**config.mk**
```make
export PLATFORM = sky130hd
export DESIGN_NAME = wcma_front
export DESIGN_NICKNAME = d
export VERILOG_FILES = /design/src/rtl/wcma_pkg.sv /design/src/rtl/wcma_front.sv
export SDC_FILE = /design/constraint.sdc
export NUM_CORES = 1
export LEC_CHECK = 0
export ABC_CLOCK_PERIOD_IN_PS = 6100
export BUFFER_PORTS_ARGS = -buffer_cell sky130_fd_sc_hd__buf_2
export CORE_UTILIZATION = 35
export DETAILED_ROUTE_END_ITERATION = 10
export PLACE_DENSITY_LB_ADDON = 0.2
export SYNTH_ARGS = -nofsm -noshare
export SYNTH_HDL_FRONTEND = slang
export SYNTH_SLANG_ARGS = --single-unit
```
**constraint.sdc**
```tcl
create_clock -name clk_i -period 6.1 [get_ports clk_i]
set_clock_uncertainty 0.2 [all_clocks]
set_input_delay 0.305 -clock clk_i [delete_from_list [all_inputs] [get_ports clk_i]]
set_output_delay 0.305 -clock clk_i [all_outputs]
set_load 0.03 [all_outputs]
```
**src/rtl/wcma_pkg.sv**
```systemverilog
package wcma_pkg;

  // Array geometry
  localparam int NUM_CLUSTERS  = 8;
  localparam int NUM_VARIABLES = 8;
  localparam int ENTRY_COUNT   = NUM_CLUSTERS * NUM_VARIABLES;
  localparam int ADDR_W        = (ENTRY_COUNT > 1) ? $clog2(ENTRY_COUNT) : 1;

  // Field and datapath widths
  localparam int WGT_W  = 16;
  localparam int VAL_W  = 32;
  localparam int SUM_W  = 32;
  localparam int ACC_W  = 64;
  localparam int PROD_W = WGT_W + 1 + VAL_W;
  localparam int STEP_W = $clog2(ACC_W);

  // Queue between front and back
  localparam int QUEUE_DEPTH = 2;
  localparam int QPTR_W      = (QUEUE_DEPTH > 1) ? $clog2(QUEUE_DEPTH) : 1;
  localparam int QCNT_W      = $clog2(QUEUE_DEPTH + 1);

  // Request codes
  localparam logic REQ_ACC  = 1'b0;
  localparam logic REQ_READ = 1'b1;

  // Saturation limits of the mean
  localparam logic [VAL_W-1:0] MEAN_MAX = 32'h7FFF_FFFF;
  localparam logic [VAL_W-1:0] MEAN_MIN = 32'h8000_0000;

  typedef enum logic [1:0] {
    CMD_ACC,   // add weight * value into the entry
    CMD_RD,    // divide the entry by the weight sum and clear it
    CMD_ZERO,  // zero weight sum: clear the entry, mean is zero
    CMD_NULL   // pair out of range: mean is zero, no state change
  } cmd_kind_e;

  typedef struct packed {
    logic                    req_type;
    logic [2:0]              cluster_index;
    logic [2:0]              variable_index;
    logic [WGT_W-1:0]        weight;
    logic signed [VAL_W-1:0] sample_value;
    logic [SUM_W-1:0]        weight_sum;
  } in_item_t;

  typedef struct packed {
    logic signed [VAL_W-1:0] mean_value;
    logic                    saturated;
  } out_item_t;

  typedef struct packed {
    cmd_kind_e               kind;
    logic [ADDR_W-1:0]       addr;
    logic [WGT_W-1:0]        weight;
    logic signed [VAL_W-1:0] sample_value;
    logic [SUM_W-1:0]        weight_sum;
  } cmd_t;

endpackage

```
**src/rtl/wcma_front.sv**
```systemverilog
module wcma_front import wcma_pkg::*; (
  input  logic     clk_i,
  input  logic     rst_ni,
  input  logic     push,
  output logic     full,
  input  in_item_t in_item_i,
  output logic     cmd_valid_o,
  output cmd_t     cmd_o,
  input  logic     cmd_take_i
);

  cmd_t              q_mem [QUEUE_DEPTH];
  logic [QPTR_W-1:0] wr_ptr_q, wr_ptr_d;
  logic [QPTR_W-1:0] rd_ptr_q, rd_ptr_d;
  logic [QCNT_W-1:0] count_q, count_d;
  logic              in_range;
  logic              enq;
  logic              deq;
  cmd_t              cmd_new;

  // Classify the incoming item
  always_comb begin
    in_range = (int'(in_item_i.cluster_index) < NUM_CLUSTERS) &&
               (int'(in_item_i.variable_index) < NUM_VARIABLES);
    cmd_new.addr = ADDR_W'(int'(in_item_i.cluster_index) * NUM_VARIABLES +
                           int'(in_item_i.variable_index));
    cmd_new.weight       = in_item_i.weight;
    cmd_new.sample_value = in_item_i.sample_value;
    cmd_new.weight_sum   = in_item_i.weight_sum;
    priority if (!in_range) begin
      cmd_new.kind = CMD_NULL;
    end else if (in_item_i.req_type == REQ_ACC) begin
      cmd_new.kind = CMD_ACC;
    end else if (in_item_i.weight_sum == '0) begin
      cmd_new.kind = CMD_ZERO;
    end else begin
      cmd_new.kind = CMD_RD;
    end
  end

  assign full = (count_q == QCNT_W'(QUEUE_DEPTH));
  // Drop out-of-range accumulates here, they have no effect
  assign enq  = push && !full && !(in_item_i.req_type == REQ_ACC && !in_range);
  assign deq  = cmd_take_i && (count_q != '0);

  // Advance pointers and fill count
  always_comb begin
    wr_ptr_d = wr_ptr_q;
    rd_ptr_d = rd_ptr_q;
    count_d  = count_q;
    if (enq) begin
      wr_ptr_d = (wr_ptr_q == QPTR_W'(QUEUE_DEPTH - 1)) ? '0 : wr_ptr_q + QPTR_W'(1);
    end
    if (deq) begin
      rd_ptr_d = (rd_ptr_q == QPTR_W'(QUEUE_DEPTH - 1)) ? '0 : rd_ptr_q + QPTR_W'(1);
    end
    if (enq && !deq) begin
      count_d = count_q + QCNT_W'(1);
    end else if (deq && !enq) begin
      count_d = count_q - QCNT_W'(1);
    end
  end

  always_ff @(posedge clk_i or negedge rst_ni) begin
    if (!rst_ni) begin
      wr_ptr_q <= '0;
      rd_ptr_q <= '0;
      count_q  <= '0;
    end else begin
      wr_ptr_q <= wr_ptr_d;
      rd_ptr_q <= rd_ptr_d;
      count_q  <= count_d;
    end
  end

  always_ff @(posedge clk_i) begin
    if (enq) begin
      q_mem[wr_ptr_q] <= cmd_new;
    end
  end

  assign cmd_valid_o = (count_q != '0);
  assign cmd_o       = q_mem[rd_ptr_q];

endmodule

```
==> results of run 1 <==
-- worst max-delay path: stages (launching register included) --
cell     delay, ps
dfrtp_4        820
buf_4          700
mux2_2         430
buf_2          180
-- logic make-up after synthesis --
family	count (synthesis)	share of synthesized area [%]
simple gates	18	1.52
fa+ha+maj	1	0.188
compound gates	1	0.113
flops	180	80.9
mux	88	15.4
buf+inv	13	1.20
xor+xnor	5	0.658
-- placed cells by master (no fill, tap or decap) --
| master | count |
|---|---|
| clkinv_4 | 1 |
| nor2_4 | 1 |
| clkinv_2 | 1 |
| edfxtp_1 | 176 |
| nor3_1 | 1 |
| nor4_1 | 8 |
| inv_8 | 4 |
| buf_4 | 4 |
| clkbuf_16 | 17 |
| o21a_1 | 1 |
| dfrtp_1 | 3 |
| and3_4 | 1 |
| buf_2 | 180 |
| ha_1 | 1 |
| xor2_1 | 2 |
| nand4_1 | 2 |
| clkinv_1 | 1 |
| nand2b_1 | 1 |
| xnor2_1 | 3 |
| dfrtp_4 | 1 |
| nor2_1 | 1 |
| nand2_1 | 2 |
| clkinvlp_4 | 3 |
| mux2_4 | 10 |
| inv_6 | 3 |
| or2_2 | 1 |
| dlygate4sd3_1 | 90 |
| mux2_2 | 78 |
| inv_1 | 3 |
| bufinv_16 | 2 |
-- repair_timing --
item | CTS | global route
endpoints found under the hold margin | 179 | 0
gates resized for setup | 0 | 0
hold buffers | 90 | 0
-- per-layer routing --
layer / global-route usage (%) / share of wire [%] / vias to the layer above
li1: - / - / 1787
met1: 18.7 / 46 / 1849
met2: 23.2 / 47 / 125
met3: 4.75 / 6.4 / 13
met4: 5.38 / 1.3 / 0
met5: 0 / 0 / -
-- metrics by stage --
step / power, W / utilization [%]
final: 0.00449 / 49.9
after global routing: 0.00470 / 49.9
after CTS: 0.00455 / 49.9
after detailed placement: 0.00339 / 41.9
after global placement: 0.00337 / 41.9
after floorplan: 0.00299 / -
-- final timing paths --
check,to
max in group asynchronous,rd_ptr_q$_DFFE_PN0P_
max reg2reg,q_mem[1][7]$_DFFE_PP_
max,cmd_o[76]
min reg2reg,count_q[1]$_DFFE_PN0P_
min in group asynchronous,wr_ptr_q$_DFFE_PN0N_
min,wr_ptr_q$_DFFE_PN0N_
-- power breakdown --
group | switching (W) | internal [W]
Combinational | 0.00101 | 0.000568
Sequential | 0.000120 | 0.00169
Clock | 0.000485 | 0.000617
Total | 0.00162 | 0.00288
-- registers in the layout, summed over array words and instances, names as in the netlist --
signal	count
rd_ptr_q	1
q_mem	176
count_q	2
wr_ptr_q	1
-- cell type report --
| type | instances | area share (%) |
|---|---|---|
| Sequential cell | 180 | 57.8 |
| Multi-Input combinational cell | 113 | 12.9 |
| Clock inverter | 15 | 1.84 |
| Inverter | 3 | 0.121 |
| Clock buffer | 17 | 4.56 |
| Timing Repair Buffer | 274 | 19.6 |
| Tap cell | 234 | 3.14 |
==> run metrics, run 1 <==
Slew Limit Fails 0; TritonCTS Buffers 17; status complete, no violations; Inst Count DP 714; Post-synth EDFFs roughly 180; peak supply drop 0.320 mV; Clock Root Buffer clkbuf_16; Setup TNS 0 ps; worst-path maximum fanout 49; final hold slack 63.5 ps; clk sinks 180; minimum clock period 3070 ps; sequential fraction of the synthesis area 80.9%; Die Wd 140 um; RSZ-0062 raised after global routing false; via/cell ratio 4.51; Die ar. 0.0196 mm2; number of top-level pins 181; antenna violations before repair 0; core area 0.0187 mm2; top post-synthesis cells by area edfxtp_1, mux2_2, mux2_4; worst slew pin tran 774 ps; cell count after synthesis 306; final wirelength approximately 14 mm; fmax 0.325 GHz; largest area contributor in the netlist edfxtp_1; die height 140 um; post-CTS setup buffers 0; P per Cell Area 482 mW/mm2; Routability Congestion 0.735; filler cell count 1,578; area fraction of the dominant cell type after synthesis 79.4%; syn nets 398; Main synth FF type edfxtp_1; clk buf depth 2; yosys warns 0; leak pwr between 3 and 4 nW; Crit path required time 5590 ps; Reg2Reg Depth 3; ANT nets after route 0; Placed Area 0.00783 mm2; final setup vio count 0; Layout Cell Area excl Fill 0.00933 mm2; total track usage 14.6%; placement-stage worst setup slack approximately 3400 ps; async set-reset flop share out of synthesis 2.22%; final net count 681; share of cells above drive strength 1 51.0%; WS Path Type reg2out; Starting Density 35.6%; Multi-input gate area 0.00121 mm2; Clk pin slew, worst setup/hold paths 70 ps; # port buffers 180; fin cells 836; crit share post-route 50.4%; min setup slack post-route 3030 ps; CTS tree done; Worst Setup SP rd_ptr_q$_DFFE_PN0P_; first-pass GRT wire length 21.5 mm; CP startpoint kind flip-flop; register area 0.00539 mm2; crit end category output port; Critical Path AT 2570 ps; hold crit path type in2reg; FF+latch count, synth 180; hold depth 3; clock latency on the worst-skew pair 420 ps; Wirelength per Cell ~16 um; vias in the first global route around 4,100; Max Cap Viol 0; Vias 3,774; RR Startpoint count_q[0]$_DFFE_PN0P_; DR pass1 iterations 4; hpwl dp 8.29 mm; top-count cell post-synth edfxtp_1; hold path startpoint push; std cell rows 50; Area Growth Syn to Fin 40.1%; Mapped Area 0.00666 mm2; final hold vios 0; Detailed Route Iter0 Violations between 150 and 200; flop-to-flop setup slack 3620 ps; drc violations 0; H-tree levels 4; Unique masters post-synth 19; synth cell count leaders edfxtp_1, mux2_2, mux2_4; largest net degree at the start of global routing 53; # diodes 0; Avg Cell Area, Syn 21.8 um2; Rel. slew slack 48.4%; GRT overflow 0
No activity file was read; power rests on OpenSTA's default activity.
==> run 2, diff against run 1 <==
--- a/config.mk
+++ b/config.mk
@@ -5,7 +5,7 @@
 export SDC_FILE = /design/constraint.sdc
 export NUM_CORES = 1
 export LEC_CHECK = 0
-export ABC_CLOCK_PERIOD_IN_PS = 6100
+export ABC_CLOCK_PERIOD_IN_PS = 3020
 export BUFFER_PORTS_ARGS = -buffer_cell sky130_fd_sc_hd__buf_2
 export CORE_UTILIZATION = 35
 export DETAILED_ROUTE_END_ITERATION = 10
==> constraint.sdc (replaced) <==
create_clock -name clk_i -period 3.02 [get_ports clk_i]
set_clock_uncertainty 0.2 [all_clocks]
set_input_delay 0.151 -clock clk_i [delete_from_list [all_inputs] [get_ports clk_i]]
set_output_delay 0.151 -clock clk_i [all_outputs]
set_load 0.03 [all_outputs]
==> run 2 against run 1 <==
  * Count of clock-buffer cells in the layout unchanged
  * Sequential cell count unchanged
  * Cell count up 0.48%
  * Sequential share of layout area down 0.12 points
  * First-iteration DRC count up 28%
  * Via count up 1.4%
  * Critical path depth unchanged
  * Combinational power up 110%
  * Clock power up 89%
  * Register-to-register slack worse by 2600 ps
  * Die area unchanged
  * Critical endpoint is now cmd_o[22]
  * Largest cell class unchanged
  * Highest routed layer unchanged
==> run metrics, run 2 (synthesis gave the netlist of run 1 again) <==
die height 140 um (unchanged); first-pass GRT wire length 21.2 mm (was 21.5 mm); via/cell ratio 4.56 (was 4.51); std cell rows 50 (unchanged); Top reg by flops q_mem (unchanged); Crit path required time 2670 ps (was 5590 ps); worst slew pin tran 621 ps (was 774 ps); Max Cap Viol 0 (unchanged); core area 0.0187 mm2 (unchanged); grt met2 use 23.4% (was 23.2%); Area Growth Syn to Fin 40.4% (was 40.1%); Slew Limit Fails 0 (unchanged); # port buffers 180 (unchanged); Layout Cell Area excl Fill 0.00935 mm2 (was 0.00933 mm2); GR Layer Usage met1 17.6% (was 18.7%); Cell Chain, Critical Path buf_12 -> mux2_2 -> buf_2 (was buf_4 -> mux2_2 -> buf_2); final hold slack 252 ps (was 63.5 ps); final net count 685 (was 681); clock latency on the worst-skew pair 410 ps (was 420 ps); hpwl dp 8.59 mm (was 8.29 mm); largest net degree at the start of global routing 47 (was 53); Critical Path AT 2000 ps (was 2570 ps); final wirelength 13.5 mm (was 13.7 mm); P per Cell Area 961 mW/mm2 (was 482 mW/mm2); fmax 0.425 GHz; Most Crowded Layer GR met2 (unchanged); Clk pwr share 23.1% (was 24.5%); share of cells above drive strength 1 51.3% (was 51.0%); commonest non-fill, non-tap cell in the layout buf_2 (unchanged); Die Wd 140 um (unchanged); drc violations 0 (unchanged); H-tree levels 4 (unchanged); number of top-level pins 181 (unchanged); worst-path maximum fanout 39 (was 49); Placed Area 0.00788 mm2 (was 0.00783 mm2); combinational power share 36.6% (was 35.1%); TritonCTS Buffers 17 (unchanged); DR pass1 iterations 4 (unchanged); Setup TNS 0 ps (unchanged); Vias 3,828 (was 3,774); Detailed Route Iter0 Violations 193 (was 151); crit end category output port (unchanged); WS Path Type reg2out (unchanged); Worst path slowest cell dfrtp_4 (unchanged); Pint 0.00570 W (was 0.00288 W); Clk pin slew, worst setup/hold paths 70 ps (about the same); hold crit path type in2reg (unchanged); Rel. slew slack 58.6% (was 48.4%); total track usage 14.2% (was 14.6%); Clock Root Buffer clkbuf_16 (unchanged); part of the power in registers 40.3% (about the same); Wirelength per Cell 16.0 um (was 16.4 um); max reg flops 176 (unchanged); # diodes 0 (unchanged); GRT overflow 0 (unchanged); CP startpoint kind flip-flop (unchanged); Routability Congestion 0.731 (was 0.735); filler cell count 1,596 (was 1,578); post-CTS setup buffers 0 (unchanged); final hold vios 0 (unchanged); vias in the first global route 4,184 (was 4,124); most frequent cells in the layout buf_2, edfxtp_1, dlygate4sd3_1 (unchanged); minimum clock period about 2400 ps; leak pwr 3.54 nW (was 3.53 nW); fin cells 840 (was 836); final setup vio count 0 (unchanged); Sw Share 36.5% (was 36.0%); peak supply drop 0.540 mV (was 0.320 mV); CP max stage delay 690 ps (was 820 ps); clk buf depth 2 (unchanged); CTS tree done (unchanged); antenna violations before repair 0 (unchanged); placement-stage worst setup slack 1060 ps (was 3430 ps); crit share post-route 77.9%; met3 Resource Use GR 4.96% (was 4.75%); Switching Power 0.00328 W (was 0.00162 W); clk sinks 180 (unchanged); min setup slack post-route 668 ps (was 3030 ps); RSZ-0062 raised after global routing false (unchanged); status complete, no violations (unchanged); Top Registers q_mem: 176 flops, count_q: 2 flops (unchanged); Inst Count DP 717 (was 714); Starting Density 35.6% (unchanged); ANT nets after route 0 (unchanged); Die ar. 0.0196 mm2 (unchanged)
[run 2: cell types whose count changed in the layout (fill, tap and decap cells not counted)]
cell	change
clkinvlp_4	+1
inv_6	+2
bufinv_16	-2
buf_12	+2
clkinv_1	-1
buf_4	+1
dlygate4sd3_1	+1
[run 2: path summary, 6_finish.rpt]
kind	slack [ps]	cells after the start	startpoint	to
setup reg to reg	1070	4	count_q[0]$_DFFE_PN0P_	q_mem[0][48]$_DFFE_PP_
max in group asynchronous	1980	3	rst_ni	rd_ptr_q$_DFFE_PN0P_
min in group asynchronous	440	3	rst_ni	wr_ptr_q$_DFFE_PN0N_
hold reg to reg	300	1	count_q[1]$_DFFE_PN0P_	count_q[1]$_DFFE_PN0P_
setup / recovery	670	3	rd_ptr_q$_DFFE_PN0P_	cmd_o[22]
hold / removal	250	2	in_item_i[62]	q_mem[1][62]$_DFFE_PP_
[run 2: critical path: cells and delay by family, from the launching register on]
family	cells	cell delay (ps)
buf+inv	2	460
flops	1	690
mux	1	390
[run 2: metal layers]
metal / wire length (um) / vias to the layer above
met3: 875 / 10
met5: 0 / -
met2: 6490 / 137
met4: 136 / 0
li1: - / 1795
met1: 5970 / 1886
[run 2: through the flow]
stage / utilization (%) / total power [W]
6_report: 50.0 / 0.00898
2_1_floorplan: - / 0.00600
3_3_place_gp: 42.1 / 0.00688
3_5_place_dp: 42.1 / 0.00692
5_1_grt: 50.0 / 0.00942
4_1_cts: 50.0 / 0.00912
[run 2: power groups by stage]
stage / logic [W] / registers [W] / clock network, W
after floorplan: 0.00243 / 0.00357 / 0
after global placement: 0.00322 / 0.00366 / 0
after detailed placement: 0.00323 / 0.00369 / 0
after CTS: 0.00334 / 0.00363 / 0.00215
after global routing: 0.00349 / 0.00368 / 0.00225
final: 0.00328 / 0.00362 / 0.00208
[run 2: layout make-up]
cell class / instances / area [um2] / share of cell area (%)
Clock buffer: 17 / 425 / 4.55
Clock inverter: 15 / 133 / 1.42
Inverter: 3 / 11.3 / 0.120
Multi-Input combinational cell: 113 / 1210 / 12.9
Sequential cell: 180 / 5390 / 57.7
Tap cell: 234 / 293 / 3.13
Timing Repair Buffer: 278 / 1890 / 20.2
[run 2: timing repair]
| action | CTS | global route |
|---|---|---|
| hold endpoints to repair | 182 | 0 |
| resized for setup | 0 | 0 |
| hold buffers | 91 | 0 |
